--- config.mk ---
export PLATFORM = sky130hd
export DESIGN_NAME = wlan_info_element_parser_core
export DESIGN_NICKNAME = d
export VERILOG_FILES = /design/src/rtl/core/ielp_pkg.sv /design/src/rtl/core/wlan_info_element_parser_core.sv /design/src/rtl/core/ielp_parse.sv /design/src/rtl/core/ielp_kept.sv
export SDC_FILE = /design/constraint.sdc
export NUM_CORES = 1
export LEC_CHECK = 0
export BUFFER_PORTS_ARGS = -buffer_cell sky130_fd_sc_hd__buf_2
export CAP_MARGIN = 10
export CORE_MARGIN = 4
export CORE_UTILIZATION = 23
export DETAILED_ROUTE_END_ITERATION = 10
export SLEW_MARGIN = 25
export SYNTH_ARGS = -nofsm -noshare
export SYNTH_HDL_FRONTEND = slang
export SYNTH_SLANG_ARGS = --single-unit
--- constraint.sdc ---
create_clock -name clk -period 13.7 [get_ports clk]
set_input_delay 0.685 -clock clk [delete_from_list [all_inputs] [get_ports clk]]
set_output_delay 0.685 -clock clk [all_outputs]
set_load 0.005 [all_outputs]
--- src/rtl/core/ielp_pkg.sv ---
// ---------------------------------------------------------------------------
// ielp_pkg: shared types and constants of the information element parser
// Element identifiers, one-hot state codes, output codes, the element
// completion record and the helper functions used by the parser blocks.
// ---------------------------------------------------------------------------
`default_nettype none

package ielp_pkg;

  // Element identifiers that the parser recognizes.
  localparam logic [7:0] EID_COUNTRY  = 8'd7;
  localparam logic [7:0] EID_BSS_LOAD = 8'd11;
  localparam logic [7:0] EID_HT_CAP   = 8'd45;
  localparam logic [7:0] EID_RSN      = 8'd48;
  localparam logic [7:0] EID_HT_OP    = 8'd61;
  localparam logic [7:0] EID_VHT_OP   = 8'd192;
  localparam logic [7:0] EID_VENDOR   = 8'd221;
  localparam logic [7:0] EID_EXT      = 8'd255;

  // Extension tag of the HE operation element.
  localparam logic [7:0]  HE_OP_TAG    = 8'd36;
  // Vendor OUI 00:50:F2 with type 4, as the first four value bytes (LSB first).
  localparam logic [31:0] WPS_OUI_TYPE = 32'h04F2_5000;

  // RSN capability bits for management frame protection.
  localparam int unsigned PMF_REQUIRED_BIT = 6;
  localparam int unsigned PMF_CAPABLE_BIT  = 7;

  // Minimum element lengths.
  localparam logic [7:0] LEN_HT_OP    = 8'd2;
  localparam logic [7:0] LEN_VHT_OP   = 8'd1;
  localparam logic [7:0] LEN_HE_OP    = 8'd1;
  localparam logic [7:0] LEN_VENDOR   = 8'd4;
  localparam logic [7:0] LEN_BSS_LOAD = 8'd3;
  localparam logic [7:0] LEN_COUNTRY  = 8'd2;
  localparam logic [7:0] LEN_RSN      = 8'd8;

  // Frequency below which a legacy network is reported as 802.11g.
  localparam logic [12:0] FREQ_2G_LIMIT = 13'd2500;

  // RSN field walk: first count after version and group cipher, saturation.
  localparam logic [10:0] RSN_FIRST_POS = 11'd6;
  localparam logic [10:0] RSN_POS_MAX   = 11'h7FF;

  // PHY generation codes.
  localparam logic [2:0] PHY_G  = 3'd0;
  localparam logic [2:0] PHY_A  = 3'd1;
  localparam logic [2:0] PHY_N  = 3'd2;
  localparam logic [2:0] PHY_AC = 3'd3;
  localparam logic [2:0] PHY_AX = 3'd4;

  // Channel width codes.
  localparam logic [1:0] WIDTH_20  = 2'd0;
  localparam logic [1:0] WIDTH_40  = 2'd1;
  localparam logic [1:0] WIDTH_80  = 2'd2;
  localparam logic [1:0] WIDTH_160 = 2'd3;

  // Management frame protection codes.
  localparam logic [1:0] PMF_UNKNOWN  = 2'd0;
  localparam logic [1:0] PMF_OFF      = 2'd1;
  localparam logic [1:0] PMF_OPTIONAL = 2'd2;
  localparam logic [1:0] PMF_REQUIRED = 2'd3;

  // HT/VHT operation field values.
  localparam logic [1:0] HT_SEC_ABOVE = 2'd1;
  localparam logic [1:0] HT_SEC_BELOW = 2'd3;
  localparam logic [7:0] VHT_CW_80    = 8'd1;
  localparam logic [7:0] VHT_CW_160   = 8'd2;
  localparam logic [7:0] VHT_CW_80P80 = 8'd3;

  // Absent markers for the load fields.
  localparam logic [16:0] STATIONS_NONE = 17'h1FFFF;
  localparam logic [7:0]  UTIL_NONE     = 8'hFF;

  // Element framing phase.
  typedef enum logic [2:0] {
    PH_TYPE = 3'b001,
    PH_LEN  = 3'b010,
    PH_VAL  = 3'b100
  } phase_t;

  // Walk through the RSN element toward the capability field.
  typedef enum logic [3:0] {
    RSN_PAIR = 4'b0001,
    RSN_AKM  = 4'b0010,
    RSN_CAP  = 4'b0100,
    RSN_DONE = 4'b1000
  } rsn_stage_t;

  // Record of an element that completes with the current byte.
  typedef struct packed {
    logic        done;
    logic [7:0]  etype;
    logic [7:0]  elen;
    logic [31:0] head;
    logic        cap_vld;
    logic [15:0] cap;
  } commit_t;

  // One result of the parser.
  typedef struct packed {
    logic [2:0]         phy_mode;
    logic [1:0]         width_code;
    logic signed [16:0] bss_stations;
    logic signed [7:0]  channel_util;
    logic [1:0]         pmf_mode;
    logic               wps_present;
    logic [7:0]         country_first;
    logic [7:0]         country_second;
  } result_t;

  // Whitespace bytes that are trimmed from the country string.
  function automatic logic is_space(input logic [7:0] c);
    is_space = ((c >= 8'd9) && (c <= 8'd13)) || (c == 8'd32) ||
               (c == 8'h85) || (c == 8'hA0);
  endfunction

  // Utilization percent floor(b * 100 / 255). The quotient comes from a
  // reciprocal multiply by 25700 / 2^16, which is low by at most one, and a
  // single remainder check corrects it.
  function automatic logic [7:0] util_pct(input logic [7:0] b);
    logic [22:0] prod;
    logic [6:0]  q;
    logic [15:0] scaled;
    logic [15:0] rem;
    prod   = {15'd0, b} * 23'd25700;
    q      = prod[22:16];
    scaled = {8'd0, b} * 16'd100;
    rem    = scaled - ({9'd0, q} * 16'd255);
    if (rem >= 16'd255) begin
      util_pct = {1'b0, q} + 8'd1;
    end else begin
      util_pct = {1'b0, q};
    end
  endfunction

endpackage

`default_nettype wire

--- src/rtl/core/wlan_info_element_parser_core.sv ---
// ---------------------------------------------------------------------------
// wlan_info_element_parser_core: beacon information element parser
// Streams a beacon's information elements in byte by byte and reports the
// PHY generation, channel width, BSS load, PMF mode, WPS presence and
// country code when the last byte of the blob arrives.
// ---------------------------------------------------------------------------
// The block takes one byte per clock. Each byte is held in an input register
// and parsed from there; the result of a blob is written into the output
// register when its last byte leaves the input register, and is offered
// from there until the output side takes it.
// Throughput is one byte per clock, set by the single parse stage. Bytes keep
// flowing while a finished result waits at the output; only a closing byte
// waits in the input register until the output side takes the earlier
// result, and in_tready stays low meanwhile.
// A byte whose in_tuser bit is low is skipped but its in_tlast still closes
// the blob. An element counts only when its final value byte has arrived.
// After each result all parse and kept state returns to its reset values.
// ---------------------------------------------------------------------------
`default_nettype none

module wlan_info_element_parser_core (
  input  wire logic        clk,
  input  wire logic        rst_n,
  // Input byte stream.
  input  wire logic        in_tvalid,
  output logic             in_tready,
  input  wire logic [23:0] in_tdata,   // ie_byte[7:0], frequency_mhz[20:8], zero pad
  input  wire logic [0:0]  in_tuser,   // byte_valid
  input  wire logic        in_tlast,
  // Result stream.
  output logic             out_tvalid,
  input  wire logic        out_tready,
  output logic [55:0]      out_tdata   // phy_mode[2:0], width_code[4:3],
                                       // bss_stations[21:5], channel_util[29:22],
                                       // pmf_mode[31:30], wps_present[32],
                                       // country_first[40:33], country_second[48:41],
                                       // zero pad
);

  logic        in_vld_r;
  logic [7:0]  byte_r;
  logic [12:0] freq_r;
  logic        bvalid_r;
  logic        last_r;

  logic        out_vld_r;
  logic [55:0] out_data_r;

  logic        out_free;
  logic        consume;
  logic        step;
  logic        flush;

  ielp_pkg::commit_t commit;
  ielp_pkg::result_t result;

  // Stage handshake: the held item moves on unless it closes a blob while
  // the output register is still occupied.
  assign out_free  = !out_vld_r || out_tready;
  assign consume   = in_vld_r && (!last_r || out_free);
  assign in_tready = !in_vld_r || consume;
  assign step      = consume && bvalid_r;
  assign flush     = consume && last_r;

  // Input register.
  always_ff @(posedge clk) begin
    if (!rst_n) begin
      in_vld_r <= 1'b0;
    end else if (in_tvalid && in_tready) begin
      in_vld_r <= 1'b1;
    end else if (consume) begin
      in_vld_r <= 1'b0;
    end
  end

  always_ff @(posedge clk) begin
    if (in_tvalid && in_tready) begin
      byte_r   <= in_tdata[7:0];
      freq_r   <= in_tdata[20:8];
      bvalid_r <= in_tuser[0];
      last_r   <= in_tlast;
    end
  end

  ielp_parse u_parse (
    .clk      (clk),
    .rst_n    (rst_n),
    .step     (step),
    .flush    (flush),
    .byte_i   (byte_r),
    .commit_o (commit)
  );

  ielp_kept u_kept (
    .clk           (clk),
    .rst_n         (rst_n),
    .commit_i      (commit),
    .flush         (flush),
    .frequency_mhz (freq_r),
    .result_o      (result)
  );

  // Output register.
  always_ff @(posedge clk) begin
    if (!rst_n) begin
      out_vld_r <= 1'b0;
    end else if (flush) begin
      out_vld_r <= 1'b1;
    end else if (out_tready) begin
      out_vld_r <= 1'b0;
    end
  end

  always_ff @(posedge clk) begin
    if (flush) begin
      out_data_r <= {7'd0,
                     result.country_second,
                     result.country_first,
                     result.wps_present,
                     result.pmf_mode,
                     result.channel_util,
                     result.bss_stations,
                     result.width_code,
                     result.phy_mode};
    end
  end

  assign out_tvalid = out_vld_r;
  assign out_tdata  = out_data_r;

endmodule

`default_nettype wire

--- src/rtl/core/ielp_parse.sv ---
// ---------------------------------------------------------------------------
// ielp_parse: element framing and value capture
// Splits the byte stream into type, length and value records, keeps the
// first four value bytes, follows the RSN field walk, and flags the byte on
// which an element completes.
// ---------------------------------------------------------------------------
`default_nettype none

module ielp_parse (
  input  wire logic             clk,
  input  wire logic             rst_n,
  input  wire logic             step,     // a valid byte is consumed
  input  wire logic             flush,    // last item consumed, restart
  input  wire logic [7:0]       byte_i,
  output ielp_pkg::commit_t     commit_o
);

  ielp_pkg::phase_t     phase_r, phase_nxt;
  logic [7:0]           type_r, type_nxt;
  logic [7:0]           len_r, len_nxt;
  logic [7:0]           off_r, off_nxt;
  logic [31:0]          head_r, head_nxt;
  logic [10:0]          pos_r, pos_nxt;
  ielp_pkg::rsn_stage_t stage_r, stage_nxt;
  logic [7:0]           low_r, low_nxt;
  logic [15:0]          cap_r, cap_nxt;
  logic                 cap_vld_r, cap_vld_nxt;

  logic        done;
  logic [11:0] pos_p1;
  logic [15:0] count;
  logic [18:0] skip_sum;
  logic [10:0] skip_pos;

  // Next RSN position: skip the count field and four bytes per suite.
  assign pos_p1   = {1'b0, pos_r} + 12'd1;
  assign count    = {byte_i, low_r};
  assign skip_sum = {8'd0, pos_r} + 19'd2 + {1'b0, count, 2'b00};
  assign skip_pos = (skip_sum > {8'd0, ielp_pkg::RSN_POS_MAX}) ?
                    ielp_pkg::RSN_POS_MAX : skip_sum[10:0];

  // Byte handling per framing phase.
  always_comb begin
    phase_nxt   = phase_r;
    type_nxt    = type_r;
    len_nxt     = len_r;
    off_nxt     = off_r;
    head_nxt    = head_r;
    pos_nxt     = pos_r;
    stage_nxt   = stage_r;
    low_nxt     = low_r;
    cap_nxt     = cap_r;
    cap_vld_nxt = cap_vld_r;
    done        = 1'b0;

    if (step) begin
      unique case (phase_r)
        ielp_pkg::PH_TYPE: begin
          type_nxt  = byte_i;
          phase_nxt = ielp_pkg::PH_LEN;
        end
        ielp_pkg::PH_LEN: begin
          len_nxt     = byte_i;
          off_nxt     = 8'd0;
          head_nxt    = 32'd0;
          pos_nxt     = ielp_pkg::RSN_FIRST_POS;
          stage_nxt   = ielp_pkg::RSN_PAIR;
          low_nxt     = 8'd0;
          cap_nxt     = 16'd0;
          cap_vld_nxt = 1'b0;
          if (byte_i == 8'd0) begin
            done      = 1'b1;
            phase_nxt = ielp_pkg::PH_TYPE;
          end else begin
            phase_nxt = ielp_pkg::PH_VAL;
          end
        end
        ielp_pkg::PH_VAL: begin
          // Keep the first four value bytes.
          if (off_r < 8'd4) begin
            head_nxt[{off_r[1:0], 3'b000} +: 8] = byte_i;
          end
          // RSN walk: low byte, then high byte of each 16-bit field.
          if (stage_r != ielp_pkg::RSN_DONE) begin
            if ({3'b000, off_r} == pos_r) begin
              low_nxt = byte_i;
            end else if ({4'b0000, off_r} == pos_p1) begin
              unique case (stage_r)
                ielp_pkg::RSN_PAIR: begin
                  pos_nxt   = skip_pos;
                  stage_nxt = ielp_pkg::RSN_AKM;
                end
                ielp_pkg::RSN_AKM: begin
                  pos_nxt   = skip_pos;
                  stage_nxt = ielp_pkg::RSN_CAP;
                end
                ielp_pkg::RSN_CAP: begin
                  cap_nxt     = count;
                  cap_vld_nxt = 1'b1;
                  stage_nxt   = ielp_pkg::RSN_DONE;
                end
                default: begin
                  stage_nxt = ielp_pkg::RSN_DONE;
                end
              endcase
            end
          end
          off_nxt = off_r + 8'd1;
          if (off_nxt >= len_r) begin
            done      = 1'b1;
            phase_nxt = ielp_pkg::PH_TYPE;
          end
        end
        default: begin
          phase_nxt = ielp_pkg::PH_TYPE;
        end
      endcase
    end
  end

  // The completion record carries the values after this byte.
  always_comb begin
    commit_o.done    = done;
    commit_o.etype   = type_nxt;
    commit_o.elen    = len_nxt;
    commit_o.head    = head_nxt;
    commit_o.cap_vld = cap_vld_nxt;
    commit_o.cap     = cap_nxt;
  end

  // Parse state; the last item of a blob returns it to reset.
  always_ff @(posedge clk) begin
    if (!rst_n || flush) begin
      phase_r   <= ielp_pkg::PH_TYPE;
      type_r    <= 8'd0;
      len_r     <= 8'd0;
      off_r     <= 8'd0;
      head_r    <= 32'd0;
      pos_r     <= ielp_pkg::RSN_FIRST_POS;
      stage_r   <= ielp_pkg::RSN_PAIR;
      low_r     <= 8'd0;
      cap_r     <= 16'd0;
      cap_vld_r <= 1'b0;
    end else begin
      phase_r   <= phase_nxt;
      type_r    <= type_nxt;
      len_r     <= len_nxt;
      off_r     <= off_nxt;
      head_r    <= head_nxt;
      pos_r     <= pos_nxt;
      stage_r   <= stage_nxt;
      low_r     <= low_nxt;
      cap_r     <= cap_nxt;
      cap_vld_r <= cap_vld_nxt;
    end
  end

endmodule

`default_nettype wire

--- src/rtl/core/ielp_kept.sv ---
// ---------------------------------------------------------------------------
// ielp_kept: kept network properties and result assembly
// Applies completed elements to the kept properties, later overriding earlier
// (generation flags accumulate), and forms the result from them.
// ---------------------------------------------------------------------------
`default_nettype none

module ielp_kept (
  input  wire logic              clk,
  input  wire logic              rst_n,
  input  wire ielp_pkg::commit_t commit_i,
  input  wire logic              flush,
  input  wire logic [12:0]       frequency_mhz,
  output ielp_pkg::result_t      result_o
);

  logic [2:0]  gen_r, gen_nxt;        // bit 0 HT, bit 1 VHT, bit 2 HE
  logic [1:0]  width_r, width_nxt;
  logic [16:0] sta_r, sta_nxt;
  logic [7:0]  util_r, util_nxt;
  logic [1:0]  pmf_r, pmf_nxt;
  logic        wps_r, wps_nxt;
  logic [7:0]  cc0_r, cc0_nxt;
  logic [7:0]  cc1_r, cc1_nxt;

  logic [7:0] hb0, hb1, hb2;

  assign hb0 = commit_i.head[7:0];
  assign hb1 = commit_i.head[15:8];
  assign hb2 = commit_i.head[23:16];

  // Apply a completed element.
  always_comb begin
    gen_nxt   = gen_r;
    width_nxt = width_r;
    sta_nxt   = sta_r;
    util_nxt  = util_r;
    pmf_nxt   = pmf_r;
    wps_nxt   = wps_r;
    cc0_nxt   = cc0_r;
    cc1_nxt   = cc1_r;

    if (commit_i.done) begin
      if (commit_i.etype == ielp_pkg::EID_HT_OP && commit_i.elen >= ielp_pkg::LEN_HT_OP) begin
        gen_nxt[0] = 1'b1;
        if (hb1[1:0] == ielp_pkg::HT_SEC_ABOVE || hb1[1:0] == ielp_pkg::HT_SEC_BELOW) begin
          width_nxt = ielp_pkg::WIDTH_40;
        end
      end else if (commit_i.etype == ielp_pkg::EID_HT_CAP) begin
        gen_nxt[0] = 1'b1;
      end else if (commit_i.etype == ielp_pkg::EID_VHT_OP &&
                   commit_i.elen >= ielp_pkg::LEN_VHT_OP) begin
        gen_nxt[1] = 1'b1;
        if (hb0 == ielp_pkg::VHT_CW_80) begin
          width_nxt = ielp_pkg::WIDTH_80;
        end else if (hb0 == ielp_pkg::VHT_CW_160 || hb0 == ielp_pkg::VHT_CW_80P80) begin
          width_nxt = ielp_pkg::WIDTH_160;
        end
      end else if (commit_i.etype == ielp_pkg::EID_EXT &&
                   commit_i.elen >= ielp_pkg::LEN_HE_OP && hb0 == ielp_pkg::HE_OP_TAG) begin
        gen_nxt[2] = 1'b1;
      end else if (commit_i.etype == ielp_pkg::EID_VENDOR &&
                   commit_i.elen >= ielp_pkg::LEN_VENDOR &&
                   commit_i.head == ielp_pkg::WPS_OUI_TYPE) begin
        wps_nxt = 1'b1;
      end else if (commit_i.etype == ielp_pkg::EID_BSS_LOAD &&
                   commit_i.elen >= ielp_pkg::LEN_BSS_LOAD) begin
        sta_nxt  = {1'b0, hb1, hb0};
        util_nxt = ielp_pkg::util_pct(hb2);
      end else if (commit_i.etype == ielp_pkg::EID_COUNTRY &&
                   commit_i.elen >= ielp_pkg::LEN_COUNTRY) begin
        cc0_nxt = ielp_pkg::is_space(hb0) ? 8'd0 : hb0;
        cc1_nxt = ielp_pkg::is_space(hb1) ? 8'd0 : hb1;
      end else if (commit_i.etype == ielp_pkg::EID_RSN &&
                   commit_i.elen >= ielp_pkg::LEN_RSN && commit_i.cap_vld) begin
        if (commit_i.cap[ielp_pkg::PMF_REQUIRED_BIT]) begin
          pmf_nxt = ielp_pkg::PMF_REQUIRED;
        end else if (commit_i.cap[ielp_pkg::PMF_CAPABLE_BIT]) begin
          pmf_nxt = ielp_pkg::PMF_OPTIONAL;
        end else begin
          pmf_nxt = ielp_pkg::PMF_OFF;
        end
      end
    end
  end

  // Result from the properties as they stand after this item.
  always_comb begin
    if (gen_nxt[2]) begin
      result_o.phy_mode = ielp_pkg::PHY_AX;
    end else if (gen_nxt[1]) begin
      result_o.phy_mode = ielp_pkg::PHY_AC;
    end else if (gen_nxt[0]) begin
      result_o.phy_mode = ielp_pkg::PHY_N;
    end else if (frequency_mhz < ielp_pkg::FREQ_2G_LIMIT) begin
      result_o.phy_mode = ielp_pkg::PHY_G;
    end else begin
      result_o.phy_mode = ielp_pkg::PHY_A;
    end
    result_o.width_code     = width_nxt;
    result_o.bss_stations   = sta_nxt;
    result_o.channel_util   = util_nxt;
    result_o.pmf_mode       = pmf_nxt;
    result_o.wps_present    = wps_nxt;
    result_o.country_first  = cc0_nxt;
    result_o.country_second = cc1_nxt;
  end

  // Kept properties; the last item of a blob returns them to reset.
  always_ff @(posedge clk) begin
    if (!rst_n || flush) begin
      gen_r   <= 3'd0;
      width_r <= ielp_pkg::WIDTH_20;
      sta_r   <= ielp_pkg::STATIONS_NONE;
      util_r  <= ielp_pkg::UTIL_NONE;
      pmf_r   <= ielp_pkg::PMF_UNKNOWN;
      wps_r   <= 1'b0;
      cc0_r   <= 8'd0;
      cc1_r   <= 8'd0;
    end else begin
      gen_r   <= gen_nxt;
      width_r <= width_nxt;
      sta_r   <= sta_nxt;
      util_r  <= util_nxt;
      pmf_r   <= pmf_nxt;
      wps_r   <= wps_nxt;
      cc0_r   <= cc0_nxt;
      cc1_r   <= cc1_nxt;
    end
  end

endmodule

`default_nettype wire

======== After elaboration in Yosys (flattened, before gate mapping) ========
Cells that the tools add are included.
storage, ports and cells
  flip-flop bits (word level) ............. 214
  logic and storage cells ................. 247
operators by class
  $add $sub $neg .......................... 7
  $mul .................................... 3
  magnitude comparators ................... 14
  eq/ne operators ......................... 37
  shift operators ......................... 2
  multiplexer cells ....................... 114
  reductions and logical operators ........ 43
operator list
  cell                                                                     count
  8-bit 2-to-1 mux                                                         37
  17-bit 2-to-1 mux                                                        7
  32-bit 2-to-1 mux                                                        2
  32-bit case mux with 2 select lines                                      1
  8-bit == test (second input constant)                                    7
  11-bit 2-to-1 mux                                                        5
  8-bit by 6-bit == test with 1-bit output (second input constant)         6
  8-bit case mux with 2 select lines                                       3
  2-bit 2-to-1 mux                                                         20
  32-bit bitwise mux                                                       1
  32-bit by 27-bit == test with 1-bit output (second input constant)       1
  8-bit by 7-bit variable shift with 32-bit output (first input constant)  1
  8-bit by 7-bit indexed part select with 32-bit output                    1
  8-bit by 4-bit >= comparator with 1-bit output (second input constant)   3
  1-bit 2-to-1 mux                                                         24
  11-bit case mux with 2 select lines                                      1
  8-bit by 13-bit multiplier with 21-bit output (second input constant)    1
  12-bit by 18-bit adder with 19-bit output                                1
  19-bit by 11-bit > comparator with 1-bit output (second input constant)  1
  8-bit by 2-bit == test with 1-bit output (second input constant)         2
  16-bit by 8-bit >= comparator with 1-bit output (second input constant)  1
  8-bit by 2-bit >= comparator with 1-bit output (second input constant)   2
  8-bit by 4-bit <= comparator with 1-bit output (second input constant)   2
  1-bit logical AND                                                        16
  other kinds (43)                                                         74

======== Longest topological paths before layout ========
Gate-level depths: netlist of the first run.
  word-level depth ........................ 20
  depth in mapped cells ................... 42

======== Modules after synthesis ========
Synthesis of the first run repeated with hierarchy kept, for this count alone.
unflattened totals
  cells, all modules ...................... 1,475
  area total of the unflattened synthesis .. 13,933.4 um2
by module, submodules not included
  module                         times used  cells each  area each (um2)  sequential area each (um2)
  ielp_kept                      1           696         5,930.7          980.9
  ielp_parse                     1           686         5,660.4          1,981.9
  wlan_info_element_parser_core  1           93          2,342.2          2,202.1

======== Worst setup path before layout of the first run ========
OpenSTA, ideal clock, no wires.
  kind .................................... in2reg
  start point ............................. input port out_tready
  end point ............................... register out_data_r[28] (netlist: out_tdata[28]) (data pin)
  library setup time ...................... 266 ps
  arrival time ............................ 10,093 ps
  data required time ...................... 13,434 ps
  setup slack ............................. 3,341 ps
  cell stages on the path ................. 39
  buffers on the path ..................... 2
  cells stage by stage .................... and3b_4 > or3_1 > clkbuf_2 > a21o_4 > a22oi_1 > inv_1 > ha_1 > ha_1 > inv_1 > fa_1 > inv_1 > ha_1 > ha_1 > clkbuf_1 > a21o_1 > a21oi_1 > nand4b_1 > a31oi_1 > [3 not listed] > ha_1 > ha_1 > o21bai_1 > fa_1 > inv_1 > fa_1 > fa_1 > inv_1 > ha_1 > a21o_1 > a21oi_1 > o21ai_1 > or3_1 > a2111oi_0 > o2111ai_1 > o2111ai_1 > xor2_1 > o21ai_1
RTL lines
  item                  RTL line                              RTL
  from (decl)           wlan_info_element_parser_core.sv:32   input wire logic out_tready,
  to (signal assigned)  wlan_info_element_parser_core.sv:116  out_data_r <= {7'd0,
  to (decl)             wlan_info_element_parser_core.sv:47   logic [55:0] out_data_r;

==> results by group, run 1 <==
Status
  • Status: completed

Logic synthesis
  • FFs w/ async S/R, synth: 0
  • Share of the synthesized area in the top cell type: 0.207
  • Synth area leaders: dfxtp_1 21%, edfxtp_1 16%, ha_1 12%, fa_1 5.9%, inv_1 3.5%
  • Post-Syn Area per Cell: roughly 9.2 sq um
  • EDFF count, synth: 70
  • Synth Cell Area: 0.0132 sq mm
  • Synth warn: 0
  • Synth cell types: 82
  • Top_reg_cell synth: dfxtp_1
  • Yosys reg bits: 206
  • Synth area leader: dfxtp_1
  • Post-Syn Instances: ~1,400
  • Sequential fraction of the synthesis area: 0.366

STA
  • Tmin final: 11,660 ps
  • Setup TNS: 0 ps
  • Setup violators final: 0
  • Worst-Margin Slew: ~990 ps
  • FMAX: 85.7 MHz
  • Fin crit share: 0.851
  • Hold Fails Final Rpt: 0
  • Final WS setup: slightly above 2000 ps
  • Slew margin rel.: 0.339
  • Fin. max-slew vios: 0
  • RSZ-0062 raised after global routing: no
  • Hold Worst Slack: between 300 and 400 ps
  • Clock Skew: approximately 9.5 ps

Job
  • Total of max-cap violations: 0

Min path
  • WHS Endpoint: freq_r[9]
  • Hold Path Depth: 1
  • Worst hold path type: primary input to flip-flop
  • HP Start: in_tdata[17]

CTS
  • Worst-path clk slew: 60 ps
  • CTS Buffer Depth: 3
  • CTS Root Cell: clkbuf_16
  • H-tree depth: 1
  • Later-pin clock latency in the skew report: between 500 and 600 ps
  • Setup Buffers After CTS: 0
  • Clock sink count: between 200 and 250
  • Total CTS buffers: 23
  • Hold Buf Count CTS: 0
  • CTS tree: yes
  • Resized cells post-CTS: 0

Routing
  • Drt first-iter violations: about 700
  • Antenna Nets Post-Route: 0
  • DRT Wirelength: approximately 34 mm
  • Drt wl/cell: ~15 um
  • Detailed-route DRC error count: 0
  • Routed via count: between 10,000 and 15,000
  • DRT Pass-1 Iters: 7
  • Vias per cell: about 4.7

Placed design
  • Final GP Congestion: about 0.86
  • Dpl cell area: around 0.014 sq mm
  • DP HPWL: around 25 mm
  • Pre-CTS WS: about 1900 ps
  • Port bufs: 75
  • Dpl cells: approximately 2,200

Critical path
  • CP endpoint kind: flip-flop
  • CP Data Required Time: about 14,000 ps
  • FF-to-FF setup slack: slightly above 2000 ps
  • CP bufs+invs: 6
  • Reg-to-reg startpoint: u_parse.off_r[0]
  • WS Path Type: flip-flop to flip-flop
  • CP arrival: between 10,000 and 15,000 ps
  • CP peak stage delay: around 690 ps
  • Crit path top cell by count: ha_1
  • Delay-heaviest family, CP: adder cells
  • R2R Path End: out_tdata[28]
  • CP startpoint kind: flip-flop
  • R2R cell count: 38
  • Slowest CP cell: fa_1
  • Crit Path Max Fanout: 13

Floorplan
  • Die width: roughly 250 um
  • Rows: between 80 and 90
  • Initial core utilization: 0.233
  • Core Footprint: 0.0566 sq mm
  • IO Count: a little under 90
  • Die Y: 247 um
  • Die area: 0.0612 sq mm

Layout
  • Share of post-route cells with drive strength above 1: 0.111
  • Multi-input gate area in the final layout: approximately 0.0076 sq mm
  • Util after Layout: 0.268
  • Storage element area: 0.00482 sq mm
  • Antenna cell count: 0
  • Final nets: approximately 1,700
  • # fillers: approximately 6,000
  • Non-filler cells, final: between 2,000 and 2,500
  • Area Growth Syn to Fin: 15.0%
  • Final instance area: around 0.015 sq mm

Power and ir drop
  • Sw frac: 0.218
  • Lkg Pwr: ~6.3 nW
  • Sequential group share of total power: 0.482
  • Clk pwr share: 0.483
  • Tot Pwr: around 1.3 mW
  • Max VDD drop: roughly 0.00007 V
  • Combinational power share: 0.035
  • Internal power: around 1.0 mW
  • Sw Pwr: between 0.2 and 0.3 mW
  • Pwr/cell area: between 80 and 90 mW/mm^2

Global route
  • M2 GR Usage: 0.189
  • GRT Resource Usage Total: 0.109
  • Initial antenna violation count: 0
  • Largest net degree at the start of global routing: 66
  • Vias in the first global route: a little over 10,000
  • First-pass GRT wire length: ~55 mm
  • GR Overflow Total: 0
  • GR Util met3: 0.0115
  • Grt met1 use: 0.145
  • GRT busiest layer: met2
==> placed cells by master, fill, tap and decap left out, types with 37 or more instances in the layout <==
master	synthesis	layout
dfxtp_1	136	136
inv_1	124	124
ha_1	123	123
nor2_1	122	121
nand2_1	112	112
buf_2	3	75
edfxtp_1	70	70
o21ai_0	68	67
a21oi_1	65	65
fa_1	39	39
nand3_1	38	37
==> routing by layer <==
| metal | vias up | routed length, um | part of all wire |
|---|---|---|---|
| li1 | 5157 | - | - |
| met3 | 46 | 1520 | 0.044 |
| met1 | 5020 | 15400 | 0.45 |
| met4 | 0 | 617 | 0.018 |
| met2 | 250 | 16600 | 0.49 |
| met5 | - | 0 | 0 |
==> cells by family (layout without fill, tap and decap cells) <==
kind of cell | count (synthesis) | in the layout | share of synthesized area
and+or+nand+nor | 442 | 442 | 0.172
AOI/OAI and AO/OA | 331 | 331 | 0.170
DFF | 206 | 206 | 0.366
buffers and inverters | 206 | 258 | 0.0612
adders and majority gates | 162 | 162 | 0.176
xor gates and xnor gates | 61 | 61 | 0.0406
muxes | 17 | 17 | 0.0131
other | 1 | 7 | 0.000285
==> state kept, by name, indices dropped and copies added, names as in the netlist, 3 cells and up <==
register,flops
u_parse.pos_r,11
out_tdata,49
u_kept.cc0_r,8
u_kept.gen_r,3
u_kept.cc1_r,8
u_parse.len_r,8
byte_r,8
u_parse.phase_r,3
u_parse.off_r,8
u_parse.low_r,8
u_kept.util_r,8
u_parse.head_r,32
u_parse.type_r,8
u_parse.stage_r,4
freq_r,11
u_kept.sta_r,17
==> cell type report <==
type                            count  area share
Timing Repair Buffer               91      0.0332
Tap cell                          756      0.0624
Inverter                          125      0.0310
Clock inverter                     11     0.00892
Sequential cell                   206       0.318
Clock buffer                       31      0.0433
Multi-Input combinational cell   1020       0.503
==> synth_stat cells, types with 5 or more instances <==
master    number
a211oi_1       7
a21o_1        14
a21oi_1       65
a22o_1        13
a22oi_1       34
a31o_2         5
a31oi_1       23
and2_1        18
and3_1        11
and4_1         5
buf_1          7
buf_4          7
clkbuf_1      62
dfxtp_1      136
edfxtp_1      70
fa_1          39
ha_1         123
inv_1        124
mux2i_1       15
nand2_1      112
nand2b_1      16
nand3_1       38
nand3b_1       9
nand4_1       18
nand4b_1       5
nor2_1       122
nor2b_1       11
nor3_1        21
nor3b_1        9
nor4_1        17
o211ai_1      27
o21ai_0       68
o21ai_1        7
o21bai_1       7
o22ai_1        5
o31ai_1       11
xnor2_1       31
xor2_1        30
==> how the worst max path moves through the flow <==
stage	from	to	slack (ps)	depth (start not counted)
CTS	u_parse.off_r[0]	out_tdata[28]	1980	38
global placement	out_tready	out_tdata[28]	2040	38
finish	u_parse.off_r[0]	out_tdata[28]	2040	38
detailed placement	out_tready	out_tdata[28]	1870	38
floorplan	out_tready	out_tdata[28]	3340	39
global route	u_parse.off_r[0]	out_tdata[23]	1210	38
==> power groups by stage <==
stage	logic [mW]	clock network, mW	registers (mW)
2_1_floorplan	0.0279	0	0.656
3_3_place_gp	0.0466	0	0.658
3_5_place_dp	0.0474	0	0.658
4_1_cts	0.0475	0.658	0.645
5_1_grt	0.0513	0.685	0.646
6_report	0.0466	0.645	0.645
(Power assumes the default switching activity.)
==> run 2: changes to the inputs <==
==> constraint.sdc (replaced) <==
create_clock -name clk -period 12.1 [get_ports clk]
set_input_delay 0.605 -clock clk [delete_from_list [all_inputs] [get_ports clk]]
set_output_delay 0.605 -clock clk [all_outputs]
set_load 0.005 [all_outputs]
==> results by group, run 2 (synthesized netlist as in run 1, its figures left out) <==
CTS
  • CTS Buffer Depth: 3
  • Later-pin clock latency in the skew report: around 500 ps
  • Hold Buf Count CTS: 0
  • Resized cells post-CTS: 0
  • H-tree depth: 1
  • Worst-path clk slew: roughly 60 ps
  • Total CTS buffers: 23
  • Setup Buffers After CTS: 0
  • Clock sink count: roughly 200
  • CTS tree: yes
  • CTS Root Cell: clkbuf_16

Critical path
  • CP bufs+invs: 8
  • CP startpoint kind: flip-flop
  • Crit path top cell by count: ha_1
  • CP endpoint kind: flip-flop
  • Reg-to-reg startpoint: u_parse.off_r[1]
  • CP Data Required Time: between 10,000 and 15,000 ps
  • Worst setup path start: u_parse.off_r[1]
  • WS Path Type: flip-flop to flip-flop
  • CP peak stage delay: 680 ps
  • Delay-heaviest family, CP: adder cells
  • CP arrival: about 12,000 ps
  • Slowest CP cell: fa_1
  • Crit Path Max Fanout: 8

Floorplan
  • Initial core utilization: 0.233
  • Die Y: approximately 250 um
  • Die width: 247 um
  • Core Footprint: about 0.057 sq mm
  • Die area: 0.0612 sq mm
  • Rows: a little under 90
  • IO Count: 88

Global route
  • Vias in the first global route: 10,100
  • First-pass GRT wire length: 54.0 mm
  • GR Overflow Total: 0
  • Largest net degree at the start of global routing: 72
  • Initial antenna violation count: 0
  • GRT Resource Usage Total: 0.108

Power and ir drop
  • Clk pwr share: 0.478
  • Combinational power share: 0.035
  • Lkg Pwr: 6.27 nW
  • Sw frac: 0.218
  • Internal power: about 1.2 mW
  • Pwr/cell area: 98.7 mW/mm^2
  • Sequential group share of total power: 0.487
  • Sw Pwr: between 0.3 and 0.4 mW
  • Max VDD drop: between 0.00009 and 0.0001 V
  • Tot Pwr: about 1.5 mW

Routing
  • Met2 wire length: about 17 mm
  • Top Metal Used: met4
  • WL met3: 1.56 mm
  • Routed via count: 10,500
  • DRT Pass-1 Iters: 5
  • DRT Wirelength: about 34 mm
  • Drt wl/cell: 15.1 um
  • Antenna Nets Post-Route: 0
  • Drt first-iter violations: 730
  • Detailed-route DRC error count: 0
  • WL met1: between 15 and 20 mm
  • Vias per cell: around 4.7

STA
  • Setup violators final: 0
  • Clock Skew: ~8.7 ps
  • Setup TNS: 0 ps
  • Slew margin rel.: 0.372
  • Hold Fails Final Rpt: 0
  • Tmin final: about 11,000 ps
  • FMAX: slightly below 90 MHz
  • Worst-Margin Slew: between 900 and 1000 ps
  • Fin. max-slew vios: 0
  • RSZ-0062 raised after global routing: no
  • Fin crit share: 0.935

Layout
  • Most frequent cells in the layout: 136 x dfxtp_1, 124 x inv_1, 123 x ha_1, 121 x nor2_1, 112 x nand2_1
  • # fillers: around 6,100
  • Antenna cell count: 0
  • Most common cell after layout, fill and taps aside: dfxtp_1
  • Share of post-route cells with drive strength above 1: 0.115
  • Largest register FFs: about 50
  • Area Growth Syn to Fin: 15.3%
  • Final nets: between 1,500 and 2,000

Placed design
  • DP HPWL: between 20 and 30 mm
  • Final GP Congestion: 0.854
  • Port bufs: 75

Status
  • Status: completed

Job
  • Total of max-cap violations: 0

Min path
  • Worst hold path type: primary input to flip-flop
  • HP Start: in_tdata[17]
-- run 2: area by class of cell --
cell class	instances	area, sq um	share of cell area
Multi-Input combinational cell	1020	7620	0.501
Sequential cell	206	4820	0.317
Tap cell	756	946	0.0622
Clock buffer	27	591	0.0389
Timing Repair Buffer	100	567	0.0373
Inverter	125	469	0.0309
Clock inverter	14	183	0.0120
-- run 2: path summary, 6_finish.rpt --
path / endpoint / slack, ps / cells past startpoint
worst max-delay path: out_tdata[28] / 780 / 40
worst min-delay path: freq_r[9] / 270 / 1
worst max register to register: out_tdata[28] / 780 / 40
worst min register to register: u_kept.cc0_r[2] / 450 / 2
-- run 2: power by group through the flow --
stage	Clock [mW]	Combinational, mW	Sequential (mW)
CTS	0.737	0.0534	0.730
finish	0.717	0.0527	0.730
floorplan	0	0.0316	0.743
global route	0.761	0.0577	0.731
detailed placement	0	0.0532	0.745
global placement	0	0.0522	0.745
-- run 2: layer usage --
metal	GRT usage	vias up
li1	-	5176
met5	0	-
met3	0.0132	45
met1	0.143	5069
met2	0.183	237
met4	0.0319	0
-- run 2: through the flow --
step	hold slack [ps]	cell area [sq um]	setup slack [ps]	utilization	instances
final	266	15200	781	0.268	2248
after global routing	246	15200	60.3	0.268	2248
after CTS	243	15200	604	0.268	2245
after detailed placement	440	14400	661	0.254	2204
after global placement	433	14400	780	0.254	2204
after floorplan	425	13200	1820	-	1432
==> run 3: changes to the inputs <==
--- a/config.mk
+++ b/config.mk
@@ -7,9 +7,11 @@
 export LEC_CHECK = 0
 export BUFFER_PORTS_ARGS = -buffer_cell sky130_fd_sc_hd__buf_2
 export CAP_MARGIN = 10
+export CORE_ASPECT_RATIO = 0.75
 export CORE_MARGIN = 4
-export CORE_UTILIZATION = 23
+export CORE_UTILIZATION = 62
 export DETAILED_ROUTE_END_ITERATION = 10
+export PLACE_DENSITY = 0.81
 export SLEW_MARGIN = 25
 export SYNTH_ARGS = -nofsm -noshare
 export SYNTH_HDL_FRONTEND = slang
==> results by group, run 3 (synthesized netlist as in run 1, its figures left out) <==
Status
  • Status: completed

Placed design
  • Dpl cell area: 0.0138 sq mm
  • Final GP Congestion: 0.970
  • Dpl cells: 1,727
  • Port bufs: 75
  • DP HPWL: approximately 23 mm

Critical path
  • CP Data Required Time: around 12,000 ps
  • CP peak stage delay: 690 ps
  • CP endpoint kind: flip-flop
  • Crit Path Max Fanout: 14
  • Crit path top cell by count: ha_1
  • Slowest CP cell: fa_1
  • CP startpoint kind: flip-flop
  • WS Path Type: flip-flop to flip-flop
  • CP arrival: about 12,000 ps

Layout
  • Most common cell after layout, fill and taps aside: dfxtp_1
  • Final instance area: about 0.014 sq mm
  • Largest register FFs: 49
  • Most frequent cells in the layout: 136 x dfxtp_1, 124 x inv_1, 123 x ha_1, 121 x nor2_1, 112 x nand2_1
  • Final nets: 1,663
  • Non-filler cells, final: about 1,800
  • Area Growth Syn to Fin: 9.96%
  • Share of post-route cells with drive strength above 1: 0.113
  • Antenna cell count: 0
  • Util after Layout: 0.705
  • # fillers: roughly 1,600

Floorplan
  • IO Count: 88
  • Rows: 45
  • Die width: roughly 180 um
  • Die area: about 0.024 sq mm
  • Initial core utilization: 0.641
  • Core Footprint: between 0.02 and 0.025 sq mm
  • Die Y: approximately 130 um

CTS
  • CTS Buffer Depth: 3
  • Hold Buf Count CTS: 0
  • H-tree depth: 1
  • CTS tree: yes
  • Clock sink count: 206
  • Later-pin clock latency in the skew report: around 500 ps
  • CTS Root Cell: clkbuf_16
  • Total CTS buffers: 21
  • Worst-path clk slew: about 60 ps

Power and ir drop
  • Lkg Pwr: 6.21 nW
  • Max VDD drop: about 0.000066 V
  • Pwr/cell area: just under 100 mW/mm^2

STA
  • Fin. max-slew vios: 0
  • Worst-Margin Slew: 1040 ps
  • RSZ-0062 raised after global routing: no
  • Slew margin rel.: 0.296
  • Tmin final: around 11,000 ps
  • Hold Fails Final Rpt: 0
  • Fin crit share: 0.933
  • Setup TNS: 0 ps
  • Setup violators final: 0
  • FMAX: roughly 89 MHz
  • Clock Skew: slightly below 9 ps

Routing
  • Drt wl/cell: ~18 um
  • Detailed-route DRC error count: 0
  • Drt first-iter violations: approximately 1,200
  • Antenna Nets Post-Route: 0
  • DRT Pass-1 Iters: 5
  • Vias per cell: a little over 6
  • DRT Wirelength: 31.7 mm
  • Routed via count: ~11,000

Min path
  • Worst hold path type: primary input to flip-flop

Global route
  • Initial antenna violation count: 0
  • GRT Resource Usage Total: 0.265
  • First-pass GRT wire length: around 52 mm
  • Largest net degree at the start of global routing: 66
  • GR Overflow Total: 0
  • Vias in the first global route: approximately 10,000

Job
  • Total of max-cap violations: 0
## run 3: final timing paths
check | slack [ps] | from | end | depth (start not counted)
max reg2reg | 810 | u_parse.phase_r[2] | out_tdata[28] | 39
min | 280 | in_tdata[15] | freq_r[7] | 1
max | 810 | u_parse.phase_r[2] | out_tdata[28] | 39
min reg2reg | 450 | u_kept.cc1_r[7] | u_kept.cc1_r[7] | 2
## run 3: what timing repair did
action	CTS	global route
setup buffers	0	2
resized for setup	0	0
setup endpoints to repair	0	14
endpoints found under the hold margin	0	0
## run 3: final cells by class
type / instances / area [sq um] / share of cell area
multi-input cells: 1020 / 7620 / 0.526
flip-flops and latches: 206 / 4820 / 0.333
clock buffers: 27 / 578 / 0.0399
repair buffers: 97 / 544 / 0.0376
inverters: 125 / 469 / 0.0324
well taps: 282 / 353 / 0.0244
clock inverters: 10 / 93.8 / 0.00648
## run 3: critical path: cells and delay by family (launching register included)
kind | cells | cell delay [ps]
flip-flops | 1 | 470
buffers and inverters | 7 | 900
AO/OA/AOI/OAI | 14 | 3070
XOR/XNOR | 2 | 750
AND/OR/NAND/NOR | 5 | 1430
adder cells (fa/ha/maj) | 11 | 4400
## run 3: power breakdown
| group | internal [mW] | switching [mW] | leakage (nW) |
|---|---|---|---|
| registers | 0.723 | 0.00938 | 1.70 |
| clock network | 0.362 | 0.273 | 0.317 |
| logic | 0.0147 | 0.0339 | 4.19 |
## run 3: routing by layer
layer | GRT usage | vias to the layer above | part of all wire
met3 | 0.0414 | 72 | 0.083
met2 | 0.429 | 499 | 0.46
met5 | 0 | - | 0
li1 | - | 5162 | -
met1 | 0.369 | 5172 | 0.43
met4 | 0.0797 | 0 | 0.029
## run 3: through the flow
step	setup slack (ps)	hold WS [ps]	power (mW)
after floorplan	1820	425	0.774
after global placement	740	434	0.793
after detailed placement	611	442	0.795
after CTS	579	271	1.42
after global routing	51.9	272	1.46
final	806	282	1.42
